## config.mk

```make
export PLATFORM = sky130hd
export DESIGN_NAME = mmt_ctrl
export DESIGN_NICKNAME = d
export VERILOG_FILES = /design/src/rtl/mmt_pkg.sv /design/src/rtl/mmt_ctrl.sv
export SDC_FILE = /design/constraint.sdc
export NUM_CORES = 1
export LEC_CHECK = 0
export ABC_AREA = 1
export BUFFER_PORTS_ARGS = -buffer_cell sky130_fd_sc_hd__clkbuf_2
export CAP_MARGIN = 10
export CORE_AREA = 2 2 39 41
export CTS_CLUSTER_SIZE = 20
export DETAILED_ROUTE_END_ITERATION = 12
export DIE_AREA = 0 0 41 43
export HOLD_SLACK_MARGIN = 0.03
export SYNTH_ARGS = -nofsm -noshare
export SYNTH_HDL_FRONTEND = slang
export SYNTH_SLANG_ARGS = --single-unit
```

## constraint.sdc

```tcl
create_clock -name clk_i -period 1.6 [get_ports clk_i]
set_input_delay 0.32 -clock clk_i [delete_from_list [all_inputs] [get_ports clk_i]]
set_output_delay 0.32 -clock clk_i [all_outputs]
set_load 0.02 [all_outputs]
```

## src/rtl/mmt_pkg.sv

```systemverilog
// shared types and constants of the multiset mex tracker
// no dependencies; imported by every module of the block
package mmt_pkg;

  localparam int unsigned VALUE_W    = 16;
  localparam int unsigned VALUE_SPAN = 65536;
  localparam int unsigned MEX_W      = 11;
  localparam int unsigned MEXF_W     = 17;
  localparam int unsigned STATUS_W   = 2;
  localparam int unsigned ROW_BITS   = 32;
  localparam int unsigned ROW_SEL_W  = 5;

  localparam logic [STATUS_W-1:0] STATUS_OK     = 2'd0;
  localparam logic [STATUS_W-1:0] STATUS_RANGE  = 2'd1;
  localparam logic [STATUS_W-1:0] STATUS_ABSENT = 2'd2;
  localparam logic [STATUS_W-1:0] STATUS_SAT    = 2'd3;

  // controller to datapath
  typedef struct packed {
    logic clear;
    logic accept;
    logic update;
    logic load_out;
  } cmd_t;

  // datapath to controller
  typedef struct packed {
    logic clear_last;
  } sts_t;

endpackage

```

## src/rtl/mmt_ctrl.sv

```systemverilog
// sequencer of the multiset mex tracker: clear pass, accept, update, result
// depends on mmt_pkg
module mmt_ctrl (
  input  logic          clk_i,
  input  logic          rst_ni,
  input  logic          in_valid_i,
  output logic          in_stall_o,
  output logic          out_valid_o,
  input  logic          out_stall_i,
  output mmt_pkg::cmd_t cmd_o,
  input  mmt_pkg::sts_t sts_i
);
  import mmt_pkg::*;

  typedef enum logic [3:0] {
    ST_CLEAR  = 4'b0001,
    ST_IDLE   = 4'b0010,
    ST_UPDATE = 4'b0100,
    ST_RESULT = 4'b1000
  } state_e;

  state_e state_q, state_d;
  logic   out_valid_q, out_valid_d;
  logic   out_free, can_accept, accept;

  assign out_free   = !out_valid_q || !out_stall_i;
  assign can_accept = (state_q == ST_IDLE) || ((state_q == ST_RESULT) && out_free);
  assign accept     = in_valid_i && can_accept;

  assign in_stall_o  = !can_accept;
  assign out_valid_o = out_valid_q;

  assign cmd_o.clear    = (state_q == ST_CLEAR);
  assign cmd_o.accept   = accept;
  assign cmd_o.update   = (state_q == ST_UPDATE);
  assign cmd_o.load_out = (state_q == ST_RESULT) && out_free;

  always_comb begin
    state_d = state_q;
    case (state_q)
      ST_CLEAR: begin
        if (sts_i.clear_last) state_d = ST_IDLE;
      end
      ST_IDLE: begin
        if (accept) state_d = ST_UPDATE;
      end
      ST_UPDATE: begin
        state_d = ST_RESULT;
      end
      ST_RESULT: begin
        if (out_free) state_d = accept ? ST_UPDATE : ST_IDLE;
      end
      default: begin
        state_d = ST_CLEAR;
      end
    endcase
  end

  always_comb begin
    out_valid_d = out_valid_q;
    if (cmd_o.load_out) out_valid_d = 1'b1;
    else if (!out_stall_i) out_valid_d = 1'b0;
  end

  always_ff @(posedge clk_i or negedge rst_ni) begin
    if (!rst_ni) begin
      state_q     <= ST_CLEAR;
      out_valid_q <= 1'b0;
    end else begin
      state_q     <= state_d;
      out_valid_q <= out_valid_d;
    end
  end

endmodule

```

; ---- After elaboration in Yosys (flattened, before gate mapping)
; Index checks and enable logic that the tools add are counted.
; Widths: inputs -> output; s select.
[classes]
eq_ne = 8
n_mux = 7
n_reduce_logical = 8
[op_table]
columns = cell, n
row1 = $pmux 4 s4, 1
row2 = $mux 4, 3
row3 = $eq 4x1->1 const B, 1
row4 = $eq 4x2->1 const B, 1
row5 = $eq 4x3->1 const B, 1
row6 = $eq 4x4->1 const B, 1
row7 = $ne 2x1->1 const B, 2
row8 = $ne 2x2->1 const B, 2
row9 = $logic_not 1->1, 3
row10 = $mux 3, 1
row11 = $reduce_and 3->1, 1
row12 = $logic_and 1x1->1, 2
row13 = $logic_or 1x1->1, 2
row14 = $mux 1, 2
[word_totals]
word_cells = 25
in_bits = 5
output_inout_bits = 6
ff_bits = 5

; ---- Longest topological paths before layout
[logic_depth]
ltp_word = 8
depth_mapped = 9
depth_no_buf = 9

; ---- Least setup slack after synthesis
; No wires, ideal clock.
[synth_timing]
path_type = flip-flop to output port
startpoint = reg state_q[0]
endpoint = out cmd_o[2] in the netlist's numbering
arrival_ns = 0.983
setup_slack_ns = 0.297
path_buffers = 1
t_required_ns = 1.280
path_stages_with_launch = 7
cell_sequence = dfstp_2 > nor2_2 > nand3_1 > nand2_2 > nand2_2 > inv_1 > buf_4
[synth_between]
elab_chain_len = 4
word_cells_on_any_way = 5
classes_between = 2 x eq/ne / 3 x reduce/logical
[synth_rtl]
columns = element, line
row1 = from (decl), mmt_ctrl.sv:22  ; state_e state_q, state_d;
row2 = from (signal assigned), mmt_ctrl.sv:70  ; state_q <= state_d;
row3 = $eq 4x4->1, mmt_ctrl.sv:27  ; assign can_accept = (state_q == ST_IDLE) || ((state_q == ST_RESULT) && out_free);
row4 = $logic_and 1x1->1, mmt_ctrl.sv:27
row5 = $logic_or 1x1->1 *, mmt_ctrl.sv:27
row6 = $logic_and 1x1->1 *, mmt_ctrl.sv:28  ; assign accept = in_valid_i && can_accept;
row7 = to (decl), mmt_ctrl.sv:10  ; output mmt_pkg::cmd_t cmd_o,
; Mark *: on every way between the ends. The rest lies on a longest branch, timed or not.

==> run summary <==
STATUS
------------------------------------------------------------------------------
Outcome ......................................................... finished, final reports clean

FLOORPLAN
------------------------------------------------------------------------------
DIE AREA ........................................................   1760 sq um
Core ar. ........................................................   1380 sq um
Row count .......................................................           14
Width of the chip ...............................................        41 um
Vertical die dimension ..........................................        43 um
Effective utilization at floorplan ..............................        22.6%
Number of ports placed on the die boundary ......................           11

TIMING
------------------------------------------------------------------------------
Largest clock skew in the final design ..........................     0.590 ps
RSZ-0062 raised after global routing ............................          yes
Number of slew-limit violations in the final report .............            0
Transition time at the pin with the least slew margin ...........       225 ps
Maximum clock frequency .........................................      641 MHz
Worst relative slew slack .......................................        85.0%
Final worst path period share ...................................        97.5%
Final setup TNS .................................................         0 ps
Setup violators final ...........................................            0
Minimum hold slack ..............................................       305 ps
Count of final hold-check violations ............................            0
Min Tclk post-route .............................................      1560 ps

SETUP PATH
------------------------------------------------------------------------------
Top cell family by delay on the critical path ...................   flip-flops
Origin of the critical flop-to-flop path ........................   state_q[0]
CP endpoint kind ................................................   output pin
Cell at the slowest stage of the critical path ..................      dfstp_2
Required arrival time at the worst endpoint .....................      1280 ps
R2R depth .......................................................            9
Worst r2r dst ...................................................   state_q[1]
CP startpoint kind ..............................................    flip-flop
Buffers and inverters on the worst path .........................            3
Critical Path, Cell by Cell ..................................... nor2_2 -> buf_4 -> nand3_2 -> inv_1 -> clkbuf_2
Register-to-register setup slack ................................       230 ps
Type of the setup path with the least slack .....................      reg2out
Peak fanout along the critical path .............................            3
Crit-path max cell delay ........................................       550 ps
Critical path data arrival time .................................      1240 ps

DETAILED ROUTING
------------------------------------------------------------------------------
Routed vias/inst ................................................         3.97
Iteration count of the initial detailed-routing pass ............            2
Total number of vias ............................................          306
Routed len/inst .................................................      9.12 um
Total wire length ...............................................       702 um
Initial DRC count ...............................................            1
Number of nets with antenna violations after routing ............            0
DRC violation count after routing ...............................            0

POWER
------------------------------------------------------------------------------
Seq pwr share ...................................................        28.6%
Switching share of power ........................................        40.9%
Cell internal pwr ...............................................     0.425 mW
Logic pwr share .................................................        51.3%
Worst VDD drop ..................................................     0.427 mV
Leakage Power ...................................................     0.302 nW
Total power density per cell area ............................... 1520 nW/um^2
Clock share of power ............................................        20.1%
Net load switching power ........................................     0.294 mW

PLACEMENT
------------------------------------------------------------------------------
Number of I/O port buffers ......................................           10
Number of placed instances, taps included .......................           67
Final weighted congestion in routability-driven placement .......        0.759
Post-detailed-placement half-perimeter wirelength ...............       494 um

CELLS AND AREA
------------------------------------------------------------------------------
Final-layout fill cell count ....................................          153
Growth of design area from synthesis to finish ..................        51.2%
Ratio of cells with drive above 1 in the final layout ...........        52.5%
Antenna diode instance count ....................................            0
Non-filler cells in the finished layout .........................           77
# nets final ....................................................           67

CLOCKING
------------------------------------------------------------------------------
Worst-Skew Late Latency .........................................       240 ps
Clk sink count ..................................................            5
TritonCTS clock tree ............................................         done
Clock root buffer ...............................................     clkbuf_4
CTS Buf Count ...................................................            3
Number of buffers on the longest clock path .....................            2
CTS clk-pin slew, worst paths ...................................        40 ps
H-Tree Depth ....................................................            1

GLOBAL ROUTING
------------------------------------------------------------------------------
Pin count of the biggest net entering global routing ............            6
Remaining Overflow, GRT .........................................            0
Wire length of the first global-routing pass ....................      1080 um
Number of global-route vias before repair .......................          278
Antenna violations before repair ................................            0
Global-route usage over all layers ..............................        9.29%

WORST HOLD PATH
------------------------------------------------------------------------------
Worst Hold Depth ................................................            4
Hold Path End ...................................................   state_q[0]
Worst Hold Class ................................................       in2reg
Startpoint of the worst hold path ...............................        sts_i

LOGIC SYNTHESIS
------------------------------------------------------------------------------
Predominant post-synthesis flop cell ............................      dfrtp_1
EDFF count, synth ...............................................            0
Proportion of netlist area held by the largest area contributor .        32.0%
Synthesized area per cell .......................................   7.27 sq um
Net count after synthesis .......................................           48
Most area-consuming cells after synthesis ....................... dfrtp_1 32%, inv_1 12%, nand2_1 11%, dfstp_2 8.4%, nand3_2 6.4%
Flops & latches, synth ..........................................            5
Cell with the most instances after synthesis ....................        inv_1
Count of distinct cell types in the synthesized netlist .........           13
Synthesized instance count ......................................           43
Warnings from Yosys .............................................            0
Sequential fraction of the synthesis area .......................        40.4%
Synth area leader ...............................................      dfrtp_1
Synth async-reset ratio .........................................         100%
Most common library cells after synthesis ....................... 10 x inv_1, 9 x nand2_1, 4 x dfrtp_1
Post-synth design cell area .....................................    313 sq um

FLOW RUN
------------------------------------------------------------------------------
Number of violations of the max-capacitance limit ...............            0

-- metal layers --
metal,vias up,track usage [%],part of all wire [%]
li1,161,-,-
met1,139,10.5,35
met2,4,15.0,60
met3,2,3.14,3.6
met4,0,4.00,1.1
met5,-,0,0
-- how the worst max path moves through the flow --
stage	start	end	slack [ps]	cells after the start
after CTS	state_q[1]	cmd_o[1]	-10	5
after global placement	state_q[0]	cmd_o[2]	230	6
final	state_q[0]	cmd_o[1]	40	5
after floorplan	state_q[0]	cmd_o[2]	300	6
after global routing	state_q[3]	cmd_o[2]	-30	7
after detailed placement	state_q[0]	cmd_o[2]	230	6
-- worst register-to-register path, delay by kind of cell (launching register included) --
| family | cells | cell delay [ps] |
|---|---|---|
| flops | 1 | 550 |
| simple gates | 6 | 400 |
| buf+inv | 3 | 310 |
-- area by class of cell --
cell class                      count  area, sq um  area share (%)
Inverter                           12         45.0            9.52
Sequential cell                     5          126            26.7
Clock buffer                        4         26.3            5.56
Timing Repair Buffer               16          104            22.0
Tap cell                           16         20.0            4.23
Multi-Input combinational cell     24          151            32.0
-- state kept, by name, summed over array words and instances (netlist names) --
| register | count |
|---|---|
| state_q | 4 |
| out_valid_o | 1 |
-- power by group through the flow --
stage | registers [mW] | clock network (mW) | logic (mW)
2_1_floorplan | 0.204 | 0 | 0.217
3_3_place_gp | 0.206 | 0 | 0.270
3_5_place_dp | 0.209 | 0 | 0.276
4_1_cts | 0.210 | 0.149 | 0.318
5_1_grt | 0.208 | 0.155 | 0.413
6_report | 0.205 | 0.144 | 0.368
-- kinds of logic after synthesis --
| group | after synthesis | share of synthesized area [%] |
|---|---|---|
| AND/OR/NAND/NOR | 23 | 38.8 |
| buffers and inverters | 14 | 19.2 |
| flip-flops | 5 | 40.4 |
| AO/OA/AOI/OAI | 1 | 1.60 |
-- per-stage QoR --
stage | util, % | power (mW) | setup slack, ps | cell area, sq um
final | 34.2 | 0.718 | 40.2 | 473
after global routing | 34.2 | 0.776 | -30.6 | 473
after CTS | 31.0 | 0.677 | -13.2 | 429
after detailed placement | 26.6 | 0.485 | 227 | 368
after global placement | 26.6 | 0.476 | 234 | 368
after floorplan | - | 0.421 | 297 | 313
-- cell usage in the layout (no fill, tap or decap) --
master | synthesis | layout
nand4_1 | 2 | 2
inv_2 | 2 | 3
clkbuf_1 | 0 | 1
nor2_1 | 2 | 2
dlygate4sd3_1 | 0 | 1
dfrtp_1 | 4 | 4
nor2_2 | 3 | 1
nor2_4 | 0 | 2
inv_1 | 10 | 9
clkbuf_4 | 0 | 3
nand2_2 | 3 | 2
nand2_4 | 0 | 1
nand3_2 | 2 | 4
dfstp_2 | 1 | 1
clkbuf_2 | 0 | 9
buf_4 | 2 | 5
o21ai_0 | 1 | 1
nand2_1 | 9 | 9
buf_6 | 0 | 1
-- what timing repair did --
action,CTS,global route
endpoints found under the setup margin,1,2
hold endpoints to repair,4,0
buffers inserted,2,3
pin swaps,1,4
resized for setup,2,7
hold buffers,1,0
(Power assumes the default switching activity.)
